===== src/hdl/tpr_pkg.sv =====
// shared types and constants for the trapezoidal position ramp
`timescale 1ns / 1ps

package tpr_pkg;

    localparam int POS_W      = 32;
    localparam int SPD_OUT_W  = 17;
    localparam int LIM_W      = 16;
    localparam int DIST_W     = POS_W + 1;
    localparam int PROD_W     = POS_W + LIM_W;
    localparam int RAD_W      = PROD_W + 2;
    localparam int ROOT_STEPS = RAD_W / 2;
    localparam int ROOT_W     = ROOT_STEPS + 1;
    localparam int RAMP_W     = ROOT_W + 2;
    localparam int SPD_W      = 20;
    localparam int CFG_IDX_W  = 2;
    localparam int CNT_W      = $clog2(ROOT_STEPS);
    localparam int IN_TDATA_W  = 32;
    localparam int OUT_TDATA_W = 56;

    localparam logic [CFG_IDX_W-1:0] CFG_SPEED_POS = 2'd0;
    localparam logic [CFG_IDX_W-1:0] CFG_SPEED_NEG = 2'd1;
    localparam logic [CFG_IDX_W-1:0] CFG_ACCEL_POS = 2'd2;
    localparam logic [CFG_IDX_W-1:0] CFG_ACCEL_NEG = 2'd3;

    typedef struct packed {
        logic load;
        logic mul_sq;
        logic mul_d;
        logic sum;
        logic root_step;
        logic limit;
        logic select;
        logic out_load;
    } tpr_cmd_t;

    typedef struct packed {
        logic out_free;
    } tpr_status_t;

endpackage


===== src/hdl/tpr_ctrl.sv =====
// sequencer that steps the ramp datapath through one request
`timescale 1ns / 1ps

module tpr_ctrl
    import tpr_pkg::*;
(
    input  logic        clk,
    input  logic        rst_n,
    input  logic        s_tvalid,
    output logic        s_tready,
    input  tpr_status_t status,
    output tpr_cmd_t    cmd
);

    typedef enum logic [2:0] {
        IDLE,
        MUL_SQ,
        MUL_D,
        SUM,
        ROOT,
        LIMIT,
        SELECT,
        WRITE
    } state_t;

    state_t             state_reg;
    logic [CNT_W-1:0]   count_reg;

    always_ff @(posedge clk or negedge rst_n)
    begin
        if (!rst_n)
        begin
            state_reg <= IDLE;
            count_reg <= '0;
        end
        else
        begin
            case (state_reg)
                IDLE:
                begin
                    if (s_tvalid)
                        state_reg <= MUL_SQ;
                end
                MUL_SQ: state_reg <= MUL_D;
                MUL_D:  state_reg <= SUM;
                SUM:
                begin
                    state_reg <= ROOT;
                    count_reg <= '0;
                end
                ROOT:
                begin
                    if (count_reg == CNT_W'(ROOT_STEPS - 1))
                        state_reg <= LIMIT;
                    else
                        count_reg <= count_reg + 1'b1;
                end
                LIMIT:  state_reg <= SELECT;
                SELECT: state_reg <= WRITE;
                WRITE:
                begin
                    if (status.out_free)
                        state_reg <= IDLE;
                end
                default: state_reg <= IDLE;
            endcase
        end
    end

    assign s_tready = (state_reg == IDLE);

    always_comb
    begin
        cmd           = '0;
        cmd.load      = (state_reg == IDLE) && s_tvalid;
        cmd.mul_sq    = (state_reg == MUL_SQ);
        cmd.mul_d     = (state_reg == MUL_D);
        cmd.sum       = (state_reg == SUM);
        cmd.root_step = (state_reg == ROOT);
        cmd.limit     = (state_reg == LIMIT);
        cmd.select    = (state_reg == SELECT);
        cmd.out_load  = (state_reg == WRITE) && status.out_free;
    end

`ifndef SYNTHESIS
    a_cmd_onehot: assert property (@(posedge clk) disable iff (!rst_n)
        $onehot0(cmd))
        else $error("more than one datapath command at once");

    a_accept_starts: assert property (@(posedge clk) disable iff (!rst_n)
        (s_tvalid && s_tready) |=> cmd.mul_sq)
        else $error("accepted request did not start the multiply");

    a_root_length: assert property (@(posedge clk) disable iff (!rst_n)
        cmd.sum |-> ##(ROOT_STEPS + 1) cmd.limit)
        else $error("square root did not run its full step count");
`endif

endmodule


===== src/hdl/tpr_datapath.sv =====
// registers, braking root, speed clamps and output register of the ramp
`timescale 1ns / 1ps

module tpr_datapath
    import tpr_pkg::*;
(
    input  logic                   clk,
    input  logic                   rst_n,
    input  tpr_cmd_t               cmd,
    output tpr_status_t            status,
    input  logic                   cfg_we,
    input  logic [CFG_IDX_W-1:0]   cfg_index,
    input  logic [LIM_W-1:0]       cfg_data,
    input  logic [POS_W-1:0]       target_position,
    output logic                   m_tvalid,
    input  logic                   m_tready,
    output logic [POS_W-1:0]       setpoint_position,
    output logic [SPD_OUT_W-1:0]   setpoint_speed
);

    logic [LIM_W-1:0]            spd_pos_reg;
    logic [LIM_W-1:0]            spd_neg_reg;
    logic [LIM_W-1:0]            acc_pos_reg;
    logic [LIM_W-1:0]            acc_neg_reg;

    logic signed [POS_W-1:0]     last_pos_reg;
    logic signed [SPD_OUT_W-1:0] last_speed_reg;

    logic signed [DIST_W-1:0]    d_reg;
    logic [2*LIM_W-1:0]          sq_reg;
    logic [PROD_W-1:0]           prod_reg;
    logic [RAD_W-1:0]            rad_reg;
    logic [RAD_W-1:0]            res_reg;
    logic [RAD_W-1:0]            bit_reg;
    logic signed [SPD_W-1:0]     hi_reg;
    logic signed [SPD_W-1:0]     lo_reg;

    logic                        m_tvalid_reg;
    logic [POS_W-1:0]            out_pos_reg;
    logic [SPD_OUT_W-1:0]        out_spd_reg;

    logic                        d_pos;
    logic                        d_neg;
    logic [DIST_W-1:0]           d_negated;
    logic [POS_W-1:0]            mag;
    logic [LIM_W-1:0]            a_sel;
    logic [RAD_W-1:0]            trial;
    logic [ROOT_W-1:0]           root;
    logic signed [RAMP_W-1:0]    ramp_p;
    logic signed [RAMP_W-1:0]    ramp_n;
    logic signed [SPD_W-1:0]     hi0;
    logic signed [SPD_W-1:0]     lo0;
    logic signed [SPD_W-1:0]     hi1;
    logic signed [SPD_W-1:0]     lo1;
    logic signed [SPD_W-1:0]     hi_next;
    logic signed [SPD_W-1:0]     lo_next;
    logic signed [SPD_W-1:0]     prev;
    logic signed [SPD_W-1:0]     ap_s;
    logic signed [SPD_W-1:0]     an_s;
    logic signed [SPD_W-1:0]     diff_h;
    logic signed [SPD_W-1:0]     diff_l;
    logic signed [DIST_W-1:0]    hi_ext;
    logic signed [DIST_W-1:0]    lo_ext;
    logic signed [SPD_OUT_W-1:0] speed;

    // distance sign and magnitude pick the braking side
    assign d_neg     = d_reg[DIST_W-1];
    assign d_pos     = !d_neg && (d_reg != '0);
    assign d_negated = DIST_W'(0) - d_reg;
    assign mag       = d_neg ? d_negated[POS_W-1:0] : d_reg[POS_W-1:0];
    assign a_sel     = d_neg ? acc_pos_reg : acc_neg_reg;

    assign trial = res_reg + bit_reg;
    assign root  = res_reg[ROOT_W-1:0];

    always_comb
    begin
        ramp_p = RAMP_W'({2'b00, root}) - RAMP_W'(acc_neg_reg >> 1);
        ramp_n = RAMP_W'(0) - RAMP_W'({2'b00, root}) - RAMP_W'(acc_pos_reg >> 1);
        hi0    = SPD_W'({4'b0000, spd_pos_reg});
        lo0    = SPD_W'(0) - SPD_W'({4'b0000, spd_neg_reg});
        prev   = SPD_W'(last_speed_reg);
        ap_s   = SPD_W'({4'b0000, acc_pos_reg});
        an_s   = SPD_W'({4'b0000, acc_neg_reg});

        hi1 = hi0;
        if (d_pos && (acc_neg_reg != '0) && (ramp_p < RAMP_W'(hi0)))
            hi1 = ramp_p[SPD_W-1:0];
        lo1 = lo0;
        if (d_neg && (acc_pos_reg != '0) && (ramp_n > RAMP_W'(lo0)))
            lo1 = ramp_n[SPD_W-1:0];

        diff_h  = hi1 - prev;
        hi_next = hi1;
        if (prev < hi1)
        begin
            if ((acc_pos_reg != '0) && (diff_h > ap_s))
                hi_next = prev + ap_s;
        end
        else if (prev > hi1)
        begin
            if ((acc_neg_reg != '0) && (diff_h < -an_s))
                hi_next = prev - an_s;
        end

        diff_l  = lo1 - prev;
        lo_next = lo1;
        if (prev > lo1)
        begin
            if ((acc_neg_reg != '0) && (diff_l < -an_s))
                lo_next = prev - an_s;
        end
        else if (prev < lo1)
        begin
            if ((acc_pos_reg != '0) && (diff_l > ap_s))
                lo_next = prev + ap_s;
        end
    end

    assign hi_ext = DIST_W'(hi_reg);
    assign lo_ext = DIST_W'(lo_reg);

    always_comb
    begin
        if (d_reg > hi_ext)
            speed = hi_reg[SPD_OUT_W-1:0];
        else if (d_reg < lo_ext)
            speed = lo_reg[SPD_OUT_W-1:0];
        else
            speed = d_reg[SPD_OUT_W-1:0];
    end

    always_ff @(posedge clk or negedge rst_n)
    begin
        if (!rst_n)
        begin
            spd_pos_reg    <= '0;
            spd_neg_reg    <= '0;
            acc_pos_reg    <= '0;
            acc_neg_reg    <= '0;
            last_pos_reg   <= '0;
            last_speed_reg <= '0;
            m_tvalid_reg   <= 1'b0;
        end
        else
        begin
            if (cfg_we)
            begin
                case (cfg_index)
                    CFG_SPEED_POS: spd_pos_reg <= cfg_data;
                    CFG_SPEED_NEG: spd_neg_reg <= cfg_data;
                    CFG_ACCEL_POS: acc_pos_reg <= cfg_data;
                    CFG_ACCEL_NEG: acc_neg_reg <= cfg_data;
                    default: ;
                endcase
            end
            if (cmd.select)
            begin
                last_pos_reg   <= last_pos_reg + POS_W'(speed);
                last_speed_reg <= speed;
            end
            if (cmd.out_load)
                m_tvalid_reg <= 1'b1;
            else if (m_tready)
                m_tvalid_reg <= 1'b0;
        end
    end

    always_ff @(posedge clk)
    begin
        if (cmd.load)
            d_reg <= DIST_W'($signed(target_position)) - DIST_W'(last_pos_reg);
        if (cmd.mul_sq)
            sq_reg <= (2*LIM_W)'(a_sel) * (2*LIM_W)'(a_sel);
        if (cmd.mul_d)
            prod_reg <= PROD_W'(mag) * PROD_W'(a_sel);
        if (cmd.sum)
        begin
            rad_reg <= RAD_W'(sq_reg >> 2) + RAD_W'({prod_reg, 1'b0});
            res_reg <= '0;
            bit_reg <= RAD_W'(1) << (2 * (ROOT_STEPS - 1));
        end
        // one result bit per step, restoring square root
        if (cmd.root_step)
        begin
            if (rad_reg >= trial)
            begin
                rad_reg <= rad_reg - trial;
                res_reg <= (res_reg >> 1) + bit_reg;
            end
            else
            begin
                res_reg <= res_reg >> 1;
            end
            bit_reg <= bit_reg >> 2;
        end
        if (cmd.limit)
        begin
            hi_reg <= hi_next;
            lo_reg <= lo_next;
        end
        if (cmd.out_load)
        begin
            out_pos_reg <= last_pos_reg;
            out_spd_reg <= last_speed_reg;
        end
    end

    assign status.out_free   = !m_tvalid_reg || m_tready;
    assign m_tvalid          = m_tvalid_reg;
    assign setpoint_position = out_pos_reg;
    assign setpoint_speed    = out_spd_reg;

`ifndef SYNTHESIS
    a_no_overwrite: assert property (@(posedge clk) disable iff (!rst_n)
        !(cmd.out_load && m_tvalid_reg && !m_tready))
        else $error("output register loaded while its result was stalled");

    a_window_order: assert property (@(posedge clk) disable iff (!rst_n)
        cmd.limit |=> (hi_reg >= lo_reg))
        else $error("upper speed bound fell below lower bound");

    a_speed_range: assert property (@(posedge clk) disable iff (!rst_n)
        cmd.select |=> (last_speed_reg != {1'b1, {(SPD_OUT_W-1){1'b0}}}))
        else $error("applied speed outside its range");
`endif

endmodule


===== src/hdl/trapezoidal_position_ramp.sv =====
// Trapezoidal position ramp: one ramped set point per control tick.
// Input stream s_*: one request per tick carrying the target position.
// Output stream m_*: the new set point and the speed applied in that tick.
// Configuration: cfg_we with cfg_index selects speed_limit_pos (0), speed_limit_neg (1),
// accel_limit_pos (2) or accel_limit_neg (3); write only while no request is in flight.
// Each request goes through two multiplies, a sum, a 25-step bit-serial square
// root for the braking curve, a clamp step and a select step; its write step then
// loads the result into the output register once the output is free.
// A new request is taken only after the previous one has left its write step.
// s_tready is high only while the sequencer is idle; the next request can be
// taken while the previous result still waits in the output register.
// A stalled receiver holds the result in the output register; a following
// request then waits in its last step until that result is taken.
// Reset clears the limits, the kept position and speed, and the output valid.
`timescale 1ns / 1ps

module trapezoidal_position_ramp
    import tpr_pkg::*;
(
    input  logic                   clk,
    input  logic                   rst_n,
    input  logic                   s_tvalid,
    output logic                   s_tready,
    input  logic [IN_TDATA_W-1:0]  s_tdata,   // [31:0] target_position
    output logic                   m_tvalid,
    input  logic                   m_tready,
    output logic [OUT_TDATA_W-1:0] m_tdata,   // [31:0] setpoint_position, [48:32] setpoint_speed
    input  logic                   cfg_we,
    input  logic [CFG_IDX_W-1:0]   cfg_index,
    input  logic [LIM_W-1:0]       cfg_data
);

    tpr_cmd_t                cmd;
    tpr_status_t             status;
    logic [POS_W-1:0]        setpoint_position;
    logic [SPD_OUT_W-1:0]    setpoint_speed;

    tpr_ctrl u_ctrl (
        .clk      (clk),
        .rst_n    (rst_n),
        .s_tvalid (s_tvalid),
        .s_tready (s_tready),
        .status   (status),
        .cmd      (cmd)
    );

    tpr_datapath u_datapath (
        .clk               (clk),
        .rst_n             (rst_n),
        .cmd               (cmd),
        .status            (status),
        .cfg_we            (cfg_we),
        .cfg_index         (cfg_index),
        .cfg_data          (cfg_data),
        .target_position   (s_tdata[POS_W-1:0]),
        .m_tvalid          (m_tvalid),
        .m_tready          (m_tready),
        .setpoint_position (setpoint_position),
        .setpoint_speed    (setpoint_speed)
    );

    assign m_tdata = {{(OUT_TDATA_W-POS_W-SPD_OUT_W){1'b0}}, setpoint_speed, setpoint_position};

endmodule

===== config.mk =====
export PLATFORM = sky130hd
export DESIGN_NAME = trapezoidal_position_ramp
export DESIGN_NICKNAME = d
export VERILOG_FILES = /design/src/hdl/tpr_pkg.sv /design/src/hdl/tpr_ctrl.sv /design/src/hdl/tpr_datapath.sv /design/src/hdl/trapezoidal_position_ramp.sv
export SDC_FILE = /design/constraint.sdc
export NUM_CORES = 2
export LEC_CHECK = 0
export ABC_AREA = 1
export BUFFER_PORTS_ARGS = -buffer_cell sky130_fd_sc_hd__buf_2
export CAP_MARGIN = 20
export CORE_MARGIN = 1
export CORE_UTILIZATION = 60
export DETAILED_ROUTE_END_ITERATION = 10
export HOLD_SLACK_MARGIN = 0.03
export PLACE_DENSITY_LB_ADDON = 0.05
export SLEW_MARGIN = 15
export SYNTH_ARGS = -nofsm -noshare
export SYNTH_HDL_FRONTEND = slang
export SYNTH_SLANG_ARGS = --single-unit

===== constraint.sdc =====
create_clock -name clk -period 8.81 [get_ports clk]
set_clock_uncertainty 0.05 [all_clocks]
set_input_delay 0.4405 -clock clk [delete_from_list [all_inputs] [get_ports clk]]
set_output_delay 0.4405 -clock clk [all_outputs]
set_load 0.05 [all_outputs]

=== Word level (Yosys, flattened, before mapping) ===
Index checks and enable logic that the tools add are counted.
W data, S select, Z words.

* Word-level logic and storage cells: 124
* Bits in registers: 449
* Output and inout bits: 58

* Mux-type cells: 30
* Reduce and logical (&&, ||, !) cells: 27
* Equality and inequality tests: 15
* Add/sub/neg operators: 17
* Multiply operators: 2
* $lt $le $gt $ge: 13

{| class="wikitable"
|+ Operators with widths
! kind !! count
|-
| $mux W50 || 6
|-
| $mux W20 || 10
|-
| $mux W47 || 2
|-
| $add A30 B49 Y50 || 1
|-
| $add A49 B49 Y50 || 1
|-
| $add A50 B49 Y50 || 1
|-
| $ge A50 B50 Y1 || 1
|-
| $sub A50 B50 Y50 || 1
|-
| $mul A32 B16 Y48 || 1
|-
| $gt A17 B20 Y1 || 2
|-
| $gt A20 B17 Y1 || 2
|-
| $lt A17 B20 Y1 || 2
|-
| $lt A20 B20 Y1 || 2
|-
| $sub A20 B17 Y20 || 2
|-
| $mux W17 || 2
|-
| $gt A33 B20 Y1 || 1
|-
| $lt A33 B20 Y1 || 1
|-
| $reduce_bool A33 Y1 || 1
|-
| $sub A32 B32 Y33 || 1
|-
| $add A32 B17 Y32 || 1
|-
| $mul A16 B16 Y32 || 1
|-
| $mux W32 || 1
|-
| $reduce_bool A16 Y1 || 2
|-
| $sub A1 B32 Y32 const A || 1
|-
| 32 further kinds || 58
|}

=== Longest topological paths before layout ===
* Depth after elaboration: 11
* Mapped depth: 58
* Gate-level depth less buffers: 57

=== Cells and area by module ===
From an unflattened synthesis, not the netlist that was laid out.

* Cell total of the unflattened synthesis: 8944
* Area, all modules: 66065.9 sq um

{| class="wikitable"
|+ Modules (own cells, without submodules)
! module !! cells an instance !! area an instance (sq um) !! instances
|-
| tpr_datapath || 8857 || 65421.5 || 1
|-
| tpr_ctrl || 79 || 588.1 || 1
|-
| trapezoidal_position_ramp || 8 || 56.3 || 1
|}

=== Least setup slack after synthesis ===
No wires, ideal clock.

* Kind: register to register
* Start: register u_datapath.res_reg[1]
* End: register u_datapath.lo_reg[15], data pin
* Arrival time: 7856 ps
* Data required time: 8501 ps
* Path slack: 645 ps
* Cell stages (with the launch flop): 51
* Setup time: 259 ps
* Clock period less this slack: 8165 ps
* Cell sequence: edfxtp_1 > inv_1 > ha_1 > nand3_1 > nor3_1 > nand2_1 > nor2_2 > xor2_1 > ha_1 > a21oi_1 > o21ai_0 > a21oi_1 > o21ai_0 > nand2_1 > nand4_1 > nor3_1 > nand2_1 > xnor2_1 > (+15 left out) > a21oi_1 > o21ai_0 > a21oi_1 > o21ai_0 > a21oi_1 > xnor2_1 > ha_1 > nand2_1 > nor3_1 > nand4_1 > nand3_1 > xnor2_1 > nor2_1 > inv_1 > clkbuf_1 > nand2_1 > o211ai_1 > nand2_1

* Longest elaborated chain between the ends: 11

{| class="wikitable"
|+ RTL lines
! item !! line !! RTL
|-
| start, declared || tpr_datapath.sv:33 || <nowiki>logic [RAD_W-1:0] res_reg;</nowiki>
|-
| start signal, assigned || tpr_datapath.sv:189 || <nowiki>res_reg <= (res_reg >> 1) + bit_reg;</nowiki>
|-
| start signal, assigned || tpr_datapath.sv:193 || <nowiki>res_reg <= res_reg >> 1;</nowiki>
|-
| $sub A1 B26 Y27 * || tpr_datapath.sv:79 || <nowiki>ramp_n = RAMP_W'(0) - RAMP_W'({2'b00, root}) - RAMP_W'(acc_pos_reg >> 1);</nowiki>
|-
| $sub A28 B15 Y28 * || tpr_datapath.sv:79 ||
|-
| $gt A28 B17 Y1 || tpr_datapath.sv:90 || <nowiki>if (d_neg && (acc_pos_reg != '0) && (ramp_n > RAMP_W'(lo0)))</nowiki>
|-
| $logic_and A1 B1 Y1 || tpr_datapath.sv:90 ||
|-
| $mux W20 * || tpr_datapath.sv:90 ||
|-
| $sub A20 B17 Y20 || tpr_datapath.sv:106 || <nowiki>diff_l = lo1 - prev;</nowiki>
|-
| $gt A20 B17 Y1 || tpr_datapath.sv:115 || <nowiki>if ((acc_pos_reg != '0) && (diff_l > ap_s))</nowiki>
|-
| $logic_and A1 B1 Y1 || tpr_datapath.sv:115 ||
|-
| $mux W20 || tpr_datapath.sv:115 ||
|-
| $mux W20 || tpr_datapath.sv:113 || <nowiki>else if (prev < lo1)</nowiki>
|-
| $mux W20 * || tpr_datapath.sv:108 || <nowiki>if (prev > lo1)</nowiki>
|-
| named net u_datapath.lo_next[15] || tpr_datapath.sv:56 || <nowiki>logic signed [SPD_W-1:0] lo_next;</nowiki>
|-
| end signal, assigned || tpr_datapath.sv:200 || <nowiki>lo_reg <= lo_next;</nowiki>
|-
| end, declared || tpr_datapath.sv:36 || <nowiki>logic signed [SPD_W-1:0] lo_reg;</nowiki>
|}

Mark *: on every way through the listed nets, which the timed path passes. The rest lies on a longest branch.
A chain may end at the register's enable or synchronous reset.

=== Worst setup path after layout ===
* Start: register u_datapath.res_reg[0]
* End: register u_datapath.lo_reg[8], data pin

The elaborated chain is that of the path after synthesis.

==> impl_metrics.env <==
export IMPL_status="complete, no violations"
export IMPL_synthFlopType="edfxtp_1"
export IMPL_cts_sinks=447
export IMPL_final_common_cell="nand2_1"
export IMPL_clock_latency_ns=0.69
export IMPL_fin_crit_ns=8.44
export IMPL_die_h_um=334
export IMPL_core_area_um2=109000
export IMPL_report_final_slew_viol_count=0
export IMPL_synth_compound_area_share_pct=12.3
export IMPL_max_slew_margin_pct=28.6
export IMPL_hold_viol=0
export IMPL_htree_levels=2
export IMPL_synth_top_family_by_area="adder cells"
export IMPL_initial_core_util_pct=60.7
export IMPL_crit_family="simple AND/OR/NAND/NOR gates"
export IMPL_cpMostUsedCell="nand2_1"
export IMPL_final_cells=10788
export IMPL_track_usage_pct=41.4
export IMPL_critPathLaunchType="flip-flop"
export IMPL_arrival_ns=8.82
export IMPL_drt_wl_total_um=234000
export IMPL_final_setup_viol_count=0
export IMPL_numCtsBuffers=56
export IMPL_first_iter_violations=6811
export IMPL_required_ns=9.20
export IMPL_grt_pass1_vias=62654
export IMPL_ant_nets=0
export IMPL_async_flop_share_pct=27.3
export IMPL_setup_worst_path_end_class="flip-flop"
export IMPL_root_buffer="clkbuf_16"
export IMPL_synth_edf_count=274
export IMPL_fmax_mhz=119
export IMPL_vias=64224
export IMPL_synthSimpleGateAreaFrac_pct=22.4
export IMPL_overflow=0
export IMPL_wl_per_cell_um=21.7
export IMPL_drc=0
export IMPL_place_hpwl_um=190000
export IMPL_yosysUniqueCellTypes=64
export IMPL_synth_avg_cell_area_um2=7.34
export IMPL_gp_congestion=1.06
export IMPL_synth_area_mux_share_pct=0
export IMPL_grt_pass1_wl_um=354000
export IMPL_ys_ff_latch=447
export IMPL_cts_tree="built"
export IMPL_max_stage_delay_ns=0.42
export IMPL_via_per_inst=5.95
export IMPL_worst_setup_path_type="flip-flop to flip-flop"
export IMPL_path_buf_inv=15
export IMPL_syn_to_final_growth_pct=9.86
export IMPL_worst_slew_pin_slew_ns=1.07
export IMPL_die_area_um2=112000
export IMPL_synth_adder_area_share_pct=31.0
export IMPL_boundaryPins=113
export IMPL_mostFrequentLayoutCells="nand2_1 (1953), inv_1 (1549), nor2_1 (861)"
export IMPL_post_place_ws_ns=-0.103
export IMPL_firstDrtPassIters=7
export IMPL_synth_cells=9022
export IMPL_placementRows=121
export IMPL_grt_start_max_net_pins=90
export IMPL_layout_drive_gt1_share_pct=7.20
export IMPL_yosys_warnings=0
export IMPL_dieWidth_um=334
export IMPL_layout_nets=10603
export IMPL_finalWorstSetupSlack_ns=0.374
export IMPL_max_cap_viol_count=0
export IMPL_layout_worst_path_cycle_share_pct=95.8
export IMPL_hp_class="input port to flip-flop"
export IMPL_synth_xor_xnor_area_share_pct=5.34
export IMPL_dp_cells=10662
export IMPL_clk_pin_slew_ns=0.06
export IMPL_ys_seq_area_share_pct=18.6
export IMPL_fillers=9534
export IMPL_cts_buffer_depth=3
export IMPL_cpMaxStageDelayCell="edfxtp_1"
export IMPL_antenna_found_initial=8
export IMPL_port_buffers=105
export IMPL_fin_util_pct=66.6
export IMPL_netlist_area_um2=66200
export IMPL_cp_max_fo=20
Yosys cell counts (all sizes together), types with 8 or more instances:
cell type	count	share of area [%]
dfrtp	122	4.6
o31ai	10	0.11
buf	66	0.54
xor2	249	3.3
o21bai	32	0.37
nand3b	25	0.29
inv	1564	8.9
nand2	1976	11
a21o	35	0.40
o211ai	34	0.39
edfxtp	274	12
a21oi	614	4.6
fa	592	18
nor4	52	0.51
nor2	880	5.1
a31oi	78	0.74
xnor2	152	2.0
o21a	26	0.29
a21boi	16	0.18
ha	694	13
clkbuf	158	0.90
dfxtp	51	1.5
nand4	96	0.92
nor3	99	0.79
nand3	408	3.1
clkinv	12	0.068
a211oi	11	0.12
or2	22	0.21
a221oi	8	0.11
and3	12	0.11
o21ai	620	4.7
final timing paths:
path,slack [ns],to,cells after the start,startpoint
max,0.37,u_datapath.lo_reg[8]$_DFFE_PP_,55,u_datapath.res_reg[0]$_SDFFCE_PN0P_
min,0.06,u_datapath.acc_pos_reg[13]$_DFFE_PN0P_,3,cfg_data[13]
max reg2reg,0.37,u_datapath.lo_reg[8]$_DFFE_PP_,55,u_datapath.res_reg[0]$_SDFFCE_PN0P_
min reg2reg,0.45,u_datapath.setpoint_position[30]$_DFFE_PP_,0,u_datapath.last_pos_reg[30]$_DFFE_PN0P_
max in group asynchronous,7.11,u_datapath.last_pos_reg[25]$_DFFE_PN0P_,3,rst_n
min in group asynchronous,0.27,u_datapath.spd_neg_reg[8]$_DFFE_PN0P_,2,rst_n
per-stage QoR:
stage                     setup TNS (ns)  cell area [um^2]  hold slack [ns]
final                                  0             72700           0.0626
after global routing              -0.987             72700           0.0866
after CTS                              0             72000           0.0522
after detailed placement           -1.08             70000            0.415
after global placement                 0             70000            0.422
after floorplan                        0             66200           0.0949
timing repair:
action / in CTS / in global routing
hold buffers: 2 / 0
pin swaps: 1 / 34
setup endpoints to repair: 20 / 24
gates cloned: 0 / 4
setup buffers: 0 / 11
endpoints found under the hold margin: 67 / 0
resized for setup: 4 / 125
final cells by class:
type                       instances  area, um^2  area share [%]
clock buffer                      71        1540            2.12
tap                             1476        1850            2.54
timing repair buffer             400        2960            4.06
clock inverter                    34         445           0.612
multi-input combinational       6781       47700            65.6
sequential                       447       12300            16.9
inverter                        1576        5920            8.13
antenna                            3        7.51          0.0103
worst register-to-register path: cells and delay by family, from the launching register on:
kind	cells	cell delay (ns)
DFF	1	0.42
AOI/OAI and AO/OA	6	0.69
buffers and inverters	15	1.94
adders and majority gates	5	1.40
and+or+nand+nor	25	2.94
xor gates and xnor gates	4	0.75
cell families (layout without fill, tap and decap cells):
logic type	after synthesis	count (layout)
AND/OR/NAND/NOR	3585	3585
buffers and inverters	1800	2081
AO/OA/AOI/OAI	1502	1502
adder cells (fa/ha/maj)	1286	1286
flip-flops	447	447
XOR/XNOR	401	401
other	1	10
layer usage:
| metal | share of wire, % | track usage (%) | vias to the layer above | routed length, um |
|---|---|---|---|---|
| met3 | 10 | 8.60 | 738 | 24500 |
| li1 | - | - | 29579 | - |
| met1 | 39 | 53.7 | 30460 | 92100 |
| met2 | 45 | 65.7 | 3443 | 105000 |
| met4 | 5.5 | 20.4 | 4 | 12900 |
| met5 | 0.012 | 0 | - | 29 |
Power is not shown: default switching activity piles up to over one toggle a cycle in this logic, so the estimate is an artifact.
